## config.mk

```make
export PLATFORM = sky130hd
export DESIGN_NAME = opcode_length_message_deframer
export DESIGN_NICKNAME = d
export VERILOG_FILES = /design/src/design/olmd_pkg.sv /design/src/design/opcode_length_message_deframer.sv /design/src/design/olmd_store.sv
export SDC_FILE = /design/constraint.sdc
export NUM_CORES = 1
export LEC_CHECK = 0
export ABC_AREA = 1
export ABC_CLOCK_PERIOD_IN_PS = 6750
export CORE_ASPECT_RATIO = 1.5
export CORE_MARGIN = 2
export CORE_UTILIZATION = 30
export CTS_CLUSTER_DIAMETER = 120
export DETAILED_ROUTE_END_ITERATION = 16
export DONT_BUFFER_PORTS = 1
export HOLD_SLACK_MARGIN = 0.1
export PLACE_DENSITY_LB_ADDON = 0.05
export SYNTH_ARGS = -nofsm -noshare
export SYNTH_HDL_FRONTEND = slang
export SYNTH_HIERARCHICAL = 1
export SYNTH_SLANG_ARGS = --single-unit
```

## constraint.sdc

```tcl
create_clock -name clk -period 6.75 [get_ports clk]
set_input_delay 1.6875 -clock clk [delete_from_list [all_inputs] [get_ports clk]]
set_output_delay 1.6875 -clock clk [all_outputs]
set_load 0.005 [all_outputs]
```

## src/design/olmd_pkg.sv

```systemverilog
// Package for the opcode/length message deframer.
// Holds buffer sizing, opcode class constants, checksum and slot constants, config register indexes and the state type.
`default_nettype none
package olmd_pkg;
	localparam int unsigned BUF_DEPTH = 64;
	localparam int unsigned PTR_W = $clog2(BUF_DEPTH);
	localparam int unsigned CNT_W = $clog2(BUF_DEPTH + 1);
	localparam logic [7:0] CLS_MASK = 8'hE0;
	localparam logic [7:0] CLS_2 = 8'h80;
	localparam logic [7:0] CLS_4 = 8'hA0;
	localparam logic [7:0] CLS_6 = 8'hC0;
	localparam logic [7:0] CLS_VAR = 8'hE0;
	localparam logic [7:0] SUM_INIT = 8'hFF;
	localparam logic [7:0] SLOT_LEN = 8'd14;
	localparam logic REG_SLOT_WR = 1'b0;
	localparam logic REG_SLOT_RD = 1'b1;

	typedef enum logic [6:0] {
		ST_IDLE = 7'b0000001,
		ST_HEAD = 7'b0000010,
		ST_LEN  = 7'b0000100,
		ST_DEC  = 7'b0001000,
		ST_SUM  = 7'b0010000,
		ST_EMIT = 7'b0100000,
		ST_DROP = 7'b1000000
	} state_t;
endpackage
`default_nettype wire

```

## src/design/opcode_length_message_deframer.sv

```systemverilog
// Opcode/length message deframer: sequencer over a circular byte store.
// Depends on olmd_pkg and olmd_store.
// An accepted byte holds s_tready low until the sequencer is back in idle, and each head byte
// dropped adds a further pass; a message whose checksum fails drops its head byte and the
// search restarts at the next byte. Emission stalls while m_tready is low.
// Reset empties the store.
`default_nettype none
module opcode_length_message_deframer (
	input  wire         clk,
	input  wire         arst_n,
	input  wire         cfg_we,
	input  wire         cfg_index,
	input  wire  [7:0]  cfg_data,
	input  wire         s_tvalid,
	output logic        s_tready,
	input  wire  [7:0]  s_tdata,   // rx_byte
	output logic        m_tvalid,
	input  wire         m_tready,
	output logic [15:0] m_tdata,   // msg_byte[7:0], msg_first, msg_length[6:0]
	output logic        m_tlast    // msg_last
);
	import olmd_pkg::*;

	state_t state_q;
	logic [7:0] slot_wr_q, slot_rd_q;
	logic [PTR_W-1:0] head_q, idx_q;
	logic [CNT_W-1:0] fill_q;
	logic [7:0] len_q, sum_q;
	logic rd_pend_q, emit_first_q;
	logic [PTR_W-1:0] raddr;
	logic [7:0] rdata;
	logic st_we;
	logic [PTR_W-1:0] st_waddr;
	logic [CNT_W-1:0] fill_inc;
	logic [CNT_W:0] len_ext;
	logic out_free;
	logic emit_fire;

	assign s_tready = (state_q == ST_IDLE);
	assign st_we = s_tvalid && s_tready;
	assign st_waddr = head_q + fill_q[PTR_W-1:0];
	assign fill_inc = fill_q + CNT_W'(1);
	assign len_ext = {{(CNT_W+1-8){1'b0}}, len_q};
	assign out_free = !m_tvalid || m_tready;
	assign emit_fire = (state_q == ST_EMIT) && rd_pend_q && out_free;

	always_comb begin
		raddr = head_q + idx_q;
	end

	olmd_store u_store (
		.clk(clk), .we(st_we), .waddr(st_waddr), .wdata(s_tdata),
		.raddr(raddr), .rdata(rdata)
	);

	always_ff @(posedge clk or negedge arst_n) begin
		if (!arst_n) begin
			slot_wr_q <= 8'hEF;
			slot_rd_q <= 8'hE7;
		end else if (cfg_we) begin
			unique case (cfg_index)
				REG_SLOT_WR: slot_wr_q <= cfg_data;
				REG_SLOT_RD: slot_rd_q <= cfg_data;
				default: ;
			endcase
		end
	end

	always_ff @(posedge clk or negedge arst_n) begin
		if (!arst_n) begin
			state_q <= ST_IDLE;
			head_q <= '0;
			fill_q <= '0;
			idx_q <= '0;
			len_q <= '0;
			sum_q <= '0;
			rd_pend_q <= 1'b0;
			emit_first_q <= 1'b0;
			m_tvalid <= 1'b0;
			m_tdata <= '0;
			m_tlast <= 1'b0;
		end else begin
			if (emit_fire) begin
				m_tvalid <= 1'b1;
			end else if (m_tready) begin
				m_tvalid <= 1'b0;
			end
			unique case (state_q)
				ST_IDLE: begin
					if (st_we) begin
						if (fill_inc >= CNT_W'(BUF_DEPTH)) begin
							fill_q <= '0;
						end else begin
							fill_q <= fill_inc;
							idx_q <= '0;
							state_q <= ST_HEAD;
						end
					end
				end
				ST_HEAD: begin
					// Read of the head byte is issued; data lands next cycle.
					idx_q <= PTR_W'(1);
					state_q <= ST_LEN;
				end
				ST_LEN: begin
					state_q <= ST_DEC;
					priority if ((rdata & CLS_MASK) == CLS_2) len_q <= 8'd2;
					else if ((rdata & CLS_MASK) == CLS_4) len_q <= 8'd4;
					else if ((rdata & CLS_MASK) == CLS_6) len_q <= 8'd6;
					else if ((rdata & CLS_MASK) == CLS_VAR) begin
						if (rdata == slot_wr_q || rdata == slot_rd_q) begin
							len_q <= SLOT_LEN;
						end else if (fill_q < CNT_W'(2)) begin
							state_q <= ST_IDLE;
						end else begin
							len_q <= 8'd0;
							rd_pend_q <= 1'b1;
						end
					end else begin
						state_q <= ST_DROP;
					end
				end
				ST_DEC: begin
					if (rd_pend_q) begin
						len_q <= rdata;
						rd_pend_q <= 1'b0;
					end else if (len_q < 8'd2 || len_ext > (CNT_W+1)'(BUF_DEPTH)) begin
						state_q <= ST_DROP;
					end else if ({1'b0, fill_q} < len_ext) begin
						state_q <= ST_IDLE;
					end else begin
						idx_q <= '0;
						sum_q <= SUM_INIT;
						rd_pend_q <= 1'b0;
						state_q <= ST_SUM;
					end
				end
				ST_SUM: begin
					// rd_pend_q marks that rdata holds byte idx_q-1.
					if (rd_pend_q) begin
						sum_q <= sum_q ^ rdata;
					end
					rd_pend_q <= 1'b1;
					if (rd_pend_q && {1'b0, idx_q} == len_q[PTR_W:0]) begin
						if ((sum_q ^ rdata) == 8'd0) begin
							idx_q <= '0;
							rd_pend_q <= 1'b0;
							emit_first_q <= 1'b1;
							state_q <= ST_EMIT;
						end else begin
							state_q <= ST_DROP;
						end
					end else if ({1'b0, idx_q} != len_q[PTR_W:0]) begin
						idx_q <= idx_q + PTR_W'(1);
					end
				end
				ST_EMIT: begin
					if (!rd_pend_q) begin
						rd_pend_q <= 1'b1;
					end else if (out_free) begin
						m_tdata <= {len_q[6:0], emit_first_q, rdata};
						m_tlast <= ({1'b0, idx_q} == len_q[PTR_W:0] - (PTR_W+1)'(1));
						emit_first_q <= 1'b0;
						rd_pend_q <= 1'b0;
						if ({1'b0, idx_q} == len_q[PTR_W:0] - (PTR_W+1)'(1)) begin
							head_q <= head_q + len_q[PTR_W-1:0];
							fill_q <= fill_q - len_ext[CNT_W-1:0];
							idx_q <= '0;
							state_q <= (fill_q == len_ext[CNT_W-1:0]) ? ST_IDLE : ST_HEAD;
						end else begin
							idx_q <= idx_q + PTR_W'(1);
						end
					end
				end
				ST_DROP: begin
					head_q <= head_q + PTR_W'(1);
					fill_q <= fill_q - CNT_W'(1);
					idx_q <= '0;
					rd_pend_q <= 1'b0;
					state_q <= (fill_q == CNT_W'(1)) ? ST_IDLE : ST_HEAD;
				end
				default: state_q <= ST_IDLE;
			endcase
		end
	end

`ifndef SYNTH
	a_onehot: assert property (@(posedge clk) disable iff (!arst_n) $onehot(state_q))
		else $error("state register not one-hot");
	a_fill: assert property (@(posedge clk) disable iff (!arst_n)
		fill_q < CNT_W'(BUF_DEPTH)) else $error("fill count reached depth");
	a_hold: assert property (@(posedge clk) disable iff (!arst_n)
		m_tvalid && !m_tready |=> $stable(m_tdata)) else $error("output changed while stalled");
`endif
endmodule
`default_nettype wire

```

## src/design/olmd_store.sv

```systemverilog
// Byte store of the deframer: a memory with one write port and one registered read port.
// Depends on olmd_pkg.
`default_nettype none
module olmd_store (
	input  wire                      clk,
	input  wire                      we,
	input  wire [olmd_pkg::PTR_W-1:0] waddr,
	input  wire [7:0]                wdata,
	input  wire [olmd_pkg::PTR_W-1:0] raddr,
	output logic [7:0]               rdata
);
	import olmd_pkg::*;
	logic [7:0] mem [BUF_DEPTH];

	always_ff @(posedge clk) begin
		if (we) begin
			mem[waddr] <= wdata;
		end
		rdata <= mem[raddr];
	end
endmodule
`default_nettype wire
```

==> results.yml, run 1 <==
status:
  status: "completed"
drt:
  wirelength_mm: 86.2
  drt_first_pass_iters: 7
  post_drt_wl_per_cell_um: 22.8
  final_antenna_net_count: 0
  drc_errors: 0
  vias_per_cell: 4.88
  dr_total_vias: 18438
  drt_iter0_markers: 1063
timing:
  tns_ps: 0
  slew_headroom: 0.208
  fin_crit_sh: 0.579
  fmax_ghz: 0.256
  finalHoldViolCount: 0
  finClkSkew_ps: 22.3
  finalMaxSlewViolations: 0
  setup_viol: 0
  fin_crit_ps: 3910
  worstMarginPinSlew_ps: 1180
  rsz0062_at_grt: "no"
layout:
  area.growth.synth_to_final_pct: 10.8
  final_cell_area_um2: 30000
  regArea_um2: 17500
  nNetsFinal: 2620
  drive_gt1_frac: 0.0764
  n_antenna_cell: 0
  multi_input_area_um2: 8310
  fill_cells: 9043
  layout_common_cells: "nand2_1, edfxtp_1, nand3_1"
  mostFrequentLayoutCell: "nand2_1"
hold_path:
  hold-path-cell-count: 2
  worstHoldStart: "slot_wr_q[1]$_DFFE_PN1P_"
  min_path_type: "flop to flop"
  min_to: "slot_wr_q[1]$_DFFE_PN1P_"
floorplan:
  core_um2: 89200
  fp-row-count: 134
  ios: 41
  die_h_um: 372
  die_area_um2: 92600
  start_util: 0.303
  die_x_um: 249
logic_synthesis:
  yosysWarnings: 6
  netlist.area_leader.share: 0.568
  syn_avg_cell_area_um2: 10.4
  synth-seq-cells: 598
  yosysSeqAreaShare: 0.647
  synth_fp_nets: 2664
  syn_area_um2: 27000
  synth_cell_types: 47
  yosysTopAreaCell: "edfxtp_1"
  synthTopCellsByArea: "edfxtp_1, nand2_1, nand3_1"
  synth_cells: 2611
cts:
  cts_setup_buffers: 0
  clk_pin_slew_worst_paths_ps: 60
  hold_buffers: 0
  clock-root-buffer: "clkbuf_16"
  clk_latency_ps: 610
  numCtsBuffers: 66
  post_cts_resized: 0
  cts.path.max_buffers: 3
  htreeDepth: 3
  clkSinkCount: 598
  cts_tree: "yes"
flow_run:
  drv_cap: 0
worst_setup_path:
  cp-end-kind: "flop"
  r2r-start: "fill_q[1]$_DFFE_PN0P_"
  crit_fanout: 8
  reg2reg_to: "u_store/mem[62][1]$_DFFE_PP_"
  crit_required_ps: 6980
  arrival_ps: 4140
  r2r_cells: 8
  cpMaxStageDelayCell: "nor3_1"
  r2r_setup_slack_ps: 2840
  worstSetupPathType: "flop to flop"
  path_cells: "inv_1, fa_1, o21ai_0, xor2_1, nand2_1, inv_1, nand2_1, nor3_1"
  cp_slowest_stage_delay_ps: 1060
  startpoint_type: "flop"
grt:
  grt_pass1_wl_mm: 125
  antenna_found_initial: 0
  grt_max_degree: 126
  track_usage: 0.185
  grt_pass1_vias: 18949
  grt_overflow: 0
power_and_ir_drop:
  p_per_area_nw_per_um2: 346
  p_leak_nw: 11.3
  vdd_drop_max_mv: 0.135
placed_design:
  portBuffers: 0
  placed_area_um2: 27800
  place_hpwl_mm: 54.8
  gp_congestion: 0.872
[synthesized netlist by cell type (all sizes together)]
| cell type | number |
|---|---|
| fa | 4 |
| a21o | 3 |
| a22oi | 2 |
| a21oi | 28 |
| clkinv | 1 |
| a31oi | 2 |
| a21boi | 1 |
| nor3 | 18 |
| inv | 121 |
| dfstp | 14 |
| nand3 | 505 |
| and2 | 3 |
| buf | 108 |
| nand4 | 14 |
| ha | 27 |
| clkbuf | 16 |
| dfxtp | 8 |
| or2 | 3 |
| xnor2 | 20 |
| nor4 | 1 |
| o21ai | 72 |
| nor2 | 123 |
| edfxtp | 512 |
| nand2 | 919 |
| o211ai | 2 |
| o22ai | 1 |
| xor2 | 19 |
| dfrtp | 64 |
[how the worst max path moves through the flow]
stage,to,cells after the start,start
floorplan,u_store/mem[48][0]$_DFFE_PP_,5,s_tvalid
CTS,u_store/mem[48][5]$_DFFE_PP_,8,fill_q[1]$_DFFE_PN0P_
global route,u_store/mem[61][6]$_DFFE_PP_,7,fill_q[1]$_DFFE_PN0P_
finish,u_store/mem[62][1]$_DFFE_PP_,8,fill_q[1]$_DFFE_PN0P_
global placement,u_store/mem[58][7]$_DFFE_PP_,4,s_tvalid
detailed placement,u_store/mem[62][1]$_DFFE_PP_,4,s_tvalid
[logic make-up after synthesis]
logic type	Yosys count	synth area share
simple gates	1586	0.254
flops	598	0.647
buf+inv	246	0.0467
compound gates	111	0.0239
xor+xnor	39	0.0126
fa+ha+maj	31	0.0154
[layer usage]
layer  vias up  part of all wire  GRT usage
met4         0             0.035     0.0717
met1      9099              0.38      0.200
met2       406              0.55      0.362
li1       8810                 -          -
met3       123             0.035     0.0267
met5         -                 0          0
[flip-flops by register name, indices dropped and copies added, names as in the netlist]
signal and count:
emit_first_q 1, fill_q 7, head_q 6, idx_q 6, len_ext 8, m_tdata 16, m_tlast 1, m_tvalid 1
rd_pend_q 1, slot_rd_q 8, slot_wr_q 8, state_q 7, sum_q 8, u_store/mem 512, u_store/rdata 8
[area by class of cell]
class,count,area share
sequential,598,0.584
multi-input combinational,1767,0.277
clock buffer,77,0.0579
tap,1156,0.0483
inverter,122,0.0161
clock inverter,43,0.0130
timing repair buffer,12,0.00301
[power breakdown]
part	leakage [nW]	internal (mW)	switching [mW]	total, mW
sequential	5.67	4.18	0.212	4.39
combinational	4.63	0.665	1.72	2.39
clock	1.03	2.05	1.53	3.58
total	11.3	6.89	3.46	10.4
[through the flow]
| step | worst slack, ps | cells | hold slack, ps | util | total power, mW |
|---|---|---|---|---|---|
| after floorplan | 3460 | 2611 | 473 | - | 6.09 |
| after global placement | 2590 | 3655 | 484 | 0.312 | 6.89 |
| after detailed placement | 2560 | 3655 | 492 | 0.312 | 6.89 |
| after CTS | 2780 | 3775 | 506 | 0.336 | 10.5 |
| after global routing | 2530 | 3775 | 520 | 0.336 | 10.9 |
| final | 2840 | 3775 | 499 | 0.336 | 10.4 |
[critical path, delay by kind of cell (launching register included)]
| kind | cells | cell delay, ps |
|---|---|---|
| adders and majority gates | 1 | 470 |
| xor gates and xnor gates | 1 | 480 |
| DFF | 1 | 560 |
| AOI/OAI and AO/OA | 1 | 210 |
| buffers and inverters | 2 | 340 |
| and+or+nand+nor | 3 | 1470 |
(Power assumes the default switching activity.)
==> run 2, diff against run 1 <==
--- a/config.mk
+++ b/config.mk
@@ -5,8 +5,8 @@
 export SDC_FILE = /design/constraint.sdc
 export NUM_CORES = 1
 export LEC_CHECK = 0
-export ABC_AREA = 1
-export ABC_CLOCK_PERIOD_IN_PS = 6750
+export ABC_AREA = 0
+export ABC_CLOCK_PERIOD_IN_PS = 4000
 export CORE_ASPECT_RATIO = 1.5
 export CORE_MARGIN = 2
 export CORE_UTILIZATION = 30
==> constraint.sdc (replaced) <==
create_clock -name clk -period 4 [get_ports clk]
set_input_delay 1 -clock clk [delete_from_list [all_inputs] [get_ports clk]]
set_output_delay 1 -clock clk [all_outputs]
set_load 0.005 [all_outputs]
==> results.yml, run 2 <==
floorplan:
  core_um2: 83800
  die_h_um: 360
  start_util: 0.303
  fp-row-count: 130
  ios: 41
  die_x_um: 242
  die_area_um2: 87000
layout:
  regArea_um2: 17500
  layout_common_cells: "edfxtp_1, mux4_2, nor2_1"
  largestRegisters: "u_store/mem: 512 flops, m_tdata: 16 flops"
  mostFrequentLayoutCell: "edfxtp_1"
  nNetsFinal: 1666
  n_antenna_cell: 0
  multi_input_area_um2: 7380
  drive_gt1_frac: 0.247
  area.growth.synth_to_final_pct: 16.4
  regMostFlops: "u_store/mem"
  fill_cells: 8002
  largest_register_ffs: 512
logic_synthesis:
  synth_compound_area_frac: 0.0550
  netlist.area_leader.share: 0.606
  synth_top_family_by_area: "multiplexers"
  synthArstFlopShare: 0.130
  yosysWarnings: 6
  synth_fp_nets: 1568
  syn_avg_cell_area_um2: 16.8
  yosysTopAreaCell: "edfxtp_1"
  synth_fa_ha_area_frac: 0.0165
  synth-seq-cells: 598
  synth_cells: 1515
  yosysSeqAreaShare: 0.690
  synthSimpleGateAreaFrac: 0.0632
  synth_flop_cell: "edfxtp_1"
  synth-edff-count: 512
  muxShareOfSynthArea: 0.134
  synth.most_common_cell: "edfxtp_1"
  syn_area_um2: 25400
  synth_common_cells: "edfxtp_1, mux4_2, nor2_1"
  synth_cell_types: 74
  synth_xor_area_frac: 0.0203
  synthTopCellsByArea: "edfxtp_1, mux4_2, dfrtp_1"
status:
  status: "completed"
power_and_ir_drop:
  p_sw_frac: 0.314
  fin_total_pwr_mw: 18.3
  seqPwrFrac: 0.409
  p_sw_mw: 5.75
  p_per_area_nw_per_um2: 620
  vdd_drop_max_mv: 0.332
  internal-power_mw: 12.6
  pwr-share-comb: 0.263
  p_leak_nw: 9.96
  clkPwrFrac: 0.328
worst_setup_path:
  reg2reg_to: "u_store/mem[7][7]$_DFFE_PP_"
  worstSetupPathType: "flop to flop"
  arrival_ps: 4020
  cp-end-kind: "flop"
  cp.depth: 6
  cp_num_buf_inv: 2
  cp_slowest_stage_delay_ps: 780
  cpMaxStageDelayCell: "nand4_1"
  r2r-start: "fill_q[1]$_DFFE_PN0P_"
  crit_required_ps: 4340
  path_delay_family: "simple AND/OR/NAND/NOR gates"
  path_cells: "inv_1, fa_1, xnor2_1, nand4_1, nor2_1, buf_4"
  r2r_cells: 6
  r2r_setup_slack_ps: 320
  startpoint_type: "flop"
  crit_fanout: 9
placed_design:
  place_hpwl_mm: 52.0
  portBuffers: 0
  place_ws_ps: 182
  gp_congestion: 0.810
timing:
  finalMaxSlewViolations: 0
  finalHoldViolCount: 0
  worst_slack_ps: 322
  worstMarginPinSlew_ps: 1060
  fmax_ghz: 0.272
  setup_viol: 0
  finClkSkew_ps: 23.0
  fin_crit_ps: 3680
  fin_crit_sh: 0.919
  tns_ps: 0
  slew_headroom: 0.288
  rsz0062_at_grt: "no"
hold_path:
  min_path_type: "input port to asynchronous set/reset pin"
cts:
  cts.path.max_buffers: 3
  numCtsBuffers: 61
  clk_latency_ps: 650
  htreeDepth: 2
  clk_pin_slew_worst_paths_ps: 70
  cts_setup_buffers: 0
  clock-root-buffer: "clkbuf_16"
  cts_tree: "yes"
  clkSinkCount: 598
grt:
  grt_pass1_wl_mm: 111
  grt_pass1_vias: 15019
  track_usage: 0.176
  grt_max_degree: 65
  grt_overflow: 0
  antenna_found_initial: 0
drt:
  wirelength_mm: 76.0
  drc_errors: 0
  drt_first_pass_iters: 5
  post_drt_wl_per_cell_um: 27.3
  final_antenna_net_count: 0
  dr_total_vias: 13769
  drt_iter0_markers: 793
  vias_per_cell: 4.95
flow_run:
  drv_cap: 0
## run 2: changes by cell type in the layout (fill, tap and decap cells not counted), moves of 18 or more
cell,change
nand3_1,-465
mux2_2,+32
mux2i_1,+25
nand2_1,-836
mux4_2,+124
o21ai_0,-19
o22ai_1,+26
buf_4,+93
inv_1,-78
a21oi_1,+18
## run 2: worst max path at each step
stage	start	endpoint	slack, ps
detailed placement	fill_q[1]$_DFFE_PN0P_	u_store/mem[6][1]$_DFFE_PP_	180
finish	fill_q[1]$_DFFE_PN0P_	u_store/mem[7][7]$_DFFE_PP_	320
floorplan	fill_q[1]$_DFFE_PN0P_	u_store/mem[28][0]$_DFFE_PP_	950
CTS	fill_q[1]$_DFFE_PN0P_	u_store/mem[6][7]$_DFFE_PP_	150
global route	fill_q[1]$_DFFE_PN0P_	u_store/mem[7][7]$_DFFE_PP_	80
global placement	fill_q[1]$_DFFE_PN0P_	u_store/mem[6][1]$_DFFE_PP_	210
## run 2: through the flow
stage               hold slack [ps]  instances  utilization  cell area (um^2)
floorplan                       460       1515            -             25400
global placement                475       2671        0.327             27400
detailed placement              476       2671        0.327             27400
CTS                             159       2784        0.353             29500
global route                    163       2784        0.353             29500
finish                          194       2784        0.353             29500
## run 2: timing repair
item	4_1_cts	5_1_grt
hold buffers	1	0
endpoints found under the setup margin	0	16
resized for setup	0	2
hold endpoints to repair	64	0
## run 2: metal layers
metal	up-vias	track usage	part of all wire
li1	6156	-	-
met4	0	0.0565	0.031
met2	246	0.337	0.55
met5	-	0	0
met1	7265	0.200	0.38
met3	102	0.0248	0.033
## run 2: kinds of logic (layout without fill, tap and decap cells)
family                   Yosys count  after routing
flip-flops                       598            598
AND/OR/NAND/NOR                  330            330
AO/OA/AOI/OAI                    203            203
multiplexers                     181            181
buffers and inverters            114            261
XOR/XNOR                          58             58
adder cells (fa/ha/maj)           31             31
## run 2: cell type report
type                       instances  share of cell area
sequential                       598               0.593
tap                             1122              0.0475
clock inverter                    36              0.0152
timing repair buffer             117              0.0351
clock buffer                      76              0.0553
inverter                          32             0.00415
multi-input combinational        803               0.250
## run 2: worst reg2reg max path, cell delays in order (launching register included)
cell,delay [ps]
dfrtp_1,490
inv_1,250
fa_1,480
xnor2_1,700
nand4_1,780
nor2_1,440
buf_4,240
## run 2: power groups by stage
| stage | Sequential (mW) | Combinational [mW] | Clock [mW] |
|---|---|---|---|
| floorplan | 7.35 | 3.22 | 0 |
| global placement | 7.64 | 4.89 | 0 |
| detailed placement | 7.64 | 4.88 | 0 |
| CTS | 7.51 | 4.92 | 6.19 |
| global route | 7.53 | 5.22 | 6.41 |
| finish | 7.49 | 4.82 | 6.00 |
==> run 3, diff against run 2 <==
--- a/config.mk
+++ b/config.mk
@@ -6,7 +6,6 @@
 export NUM_CORES = 1
 export LEC_CHECK = 0
 export ABC_AREA = 0
-export ABC_CLOCK_PERIOD_IN_PS = 4000
 export CORE_ASPECT_RATIO = 1.5
 export CORE_MARGIN = 2
 export CORE_UTILIZATION = 30
==> constraint.sdc (replaced) <==
create_clock -name clk -period 4 [get_ports clk]
set_input_delay 1 -clock clk [delete_from_list [all_inputs] [get_ports clk]]
set_output_delay 1 -clock clk [all_outputs]
set_load 0.05 [all_outputs]
==> results.yml, run 3 (synthesis results as in run 2) <==
placed_design:
  placed_area_um2: 27400
  gp_congestion: 0.838
  place_hpwl_mm: 51.5
  dp.cells: 2681
  place_ws_ps: 355
  portBuffers: 0
floorplan:
  ios: 41
  core_um2: 83800
  die_x_um: 242
  die_area_um2: 87000
  fp-row-count: 130
  die_h_um: 360
  start_util: 0.303
status:
  status: "completed"
timing:
  finalHoldViolCount: 0
  finClkSkew_ps: 23.9
  rsz0062_at_grt: "no"
  worstMarginPinSlew_ps: 981
  tns_ps: 0
  finalMaxSlewViolations: 0
  fin_crit_ps: 3620
  setup_viol: 0
  slew_headroom: 0.341
  worst_slack_ps: 377
  fin_crit_sh: 0.906
  hold_ws_ps: 191
  fmax_ghz: 0.276
power_and_ir_drop:
  vdd_drop_max_mv: 0.391
  p_per_area_nw_per_um2: 621
  p_sw_frac: 0.320
  p_leak_nw: 9.97
  p_sw_mw: 5.88
  fin_total_pwr_mw: 18.4
  internal-power_mw: 12.5
  seqPwrFrac: 0.406
  clkPwrFrac: 0.325
  pwr-share-comb: 0.269
worst_setup_path:
  cp_num_buf_inv: 2
  r2r_cells: 7
  cpMaxStageDelayCell: "xnor2_1"
  crit_required_ps: 4370
  arrival_ps: 4000
  r2r_setup_slack_ps: 380
  reg2reg_to: "u_store/mem[12][2]$_DFFE_PP_"
  cp-end-kind: "flop"
  startpoint_type: "flop"
  cp_slowest_stage_delay_ps: 780
  path_cells: "inv_1, fa_1, xnor2_1, or3b_2, or2_2, nor2_1, buf_4"
  path_delay_family: "simple AND/OR/NAND/NOR gates"
  worstSetupPathType: "flop to flop"
  crit_fanout: 9
  r2r-start: "fill_q[1]$_DFFE_PN0P_"
grt:
  track_usage: 0.176
  grt_pass1_wl_mm: 111
  antenna_found_initial: 0
  grt_overflow: 0
  grt_max_degree: 65
  grt_pass1_vias: 14946
cts:
  htreeDepth: 2
  clk_pin_slew_worst_paths_ps: 70
  cts_tree: "yes"
  clkSinkCount: 598
  clk_latency_ps: 670
  numCtsBuffers: 61
  clock-root-buffer: "clkbuf_16"
  cts.path.max_buffers: 3
  cts_setup_buffers: 0
layout:
  regMostFlops: "u_store/mem"
  multi_input_area_um2: 7380
  mostFrequentLayoutCell: "edfxtp_1"
  largest_register_ffs: 512
  area.growth.synth_to_final_pct: 16.4
  regArea_um2: 17500
  fill_cells: 7917
  final_cell_area_um2: 29600
  drive_gt1_frac: 0.252
  nNetsFinal: 1676
  final_cells: 2798
  final_core_util: 0.353
  layout_common_cells: "edfxtp_1, mux4_2, nor2_1, buf_4, nand2_1"
  largestRegisters: "u_store/mem: 512 flops, m_tdata: 16 flops"
flow_run:
  drv_cap: 0
drt:
  drt_first_pass_iters: 4
  drt_iter0_markers: 931
  vias_per_cell: 4.99
  wirelength_mm: 76.0
  dr_total_vias: 13954
  drc_errors: 0
  post_drt_wl_per_cell_um: 27.2
  final_antenna_net_count: 0
hold_path:
  min_path_type: "input port to asynchronous set/reset pin"
==> run 3: changes by cell type in the layout (fill, tap and decap cells not counted) <==
cell,before,now
buf_12,11,7
diode_2,0,1
clkinv_2,14,11
clkinvlp_4,1,7
buf_4,105,119
clkinv_1,11,10
inv_6,0,2
nor2_1,117,119
bufinv_16,10,8
inv_8,0,1
nor2_2,3,1
==> run 3: how the worst max path moves through the flow <==
stage | start | end | slack [ps] | depth (start not counted)
2_1_floorplan | fill_q[1]$_DFFE_PN0P_ | u_store/mem[28][0]$_DFFE_PP_ | 950 | 8
3_3_place_gp | fill_q[0]$_DFFE_PN0P_ | u_store/mem[12][2]$_DFFE_PP_ | 400 | 8
3_5_place_dp | fill_q[1]$_DFFE_PN0P_ | u_store/mem[12][2]$_DFFE_PP_ | 350 | 7
4_1_cts | fill_q[1]$_DFFE_PN0P_ | u_store/mem[12][6]$_DFFE_PP_ | 360 | 7
5_1_grt | fill_q[1]$_DFFE_PN0P_ | u_store/mem[14][6]$_DFFE_PP_ | 170 | 6
6_report | fill_q[1]$_DFFE_PN0P_ | u_store/mem[12][2]$_DFFE_PP_ | 380 | 7
==> run 3: power by group through the flow <==
stage               combinational (mW)  clock, mW  sequential [mW]
global route                      5.32       6.37             7.50
CTS                               5.05       6.17             7.46
global placement                  5.02          0             7.59
floorplan                         3.25          0             7.35
finish                            4.94       5.98             7.45
detailed placement                5.01          0             7.59
==> run 3: per-layer routing <==
layer,vias up,GRT usage,share of wire
met5,-,0,0
met4,0,0.0521,0.027
met3,94,0.0243,0.030
met2,261,0.339,0.56
met1,7423,0.200,0.39
li1,6176,-,-
==> run 3: timing repair <==
action | 4_1_cts | 5_1_grt
hold buffers | 1 | 0
hold endpoints to repair | 64 | 0
resized for setup | 0 | 0
==> run 3: final cells by class <==
cell class	count	area share
multi-input cells	803	0.250
diodes	1	0.0000847
inverters	32	0.00415
flip-flops and latches	598	0.592
well taps	1122	0.0475
clock inverters	39	0.0150
repair buffers	127	0.0359
clock buffers	76	0.0553
==> run 3: worst register-to-register path, cell delays in order, from the launching register on <==
cell     delay, ps
dfrtp_1        460
inv_1          210
fa_1           470
xnor2_1        780
or3b_2         540
or2_2          420
nor2_1         230
buf_4          240
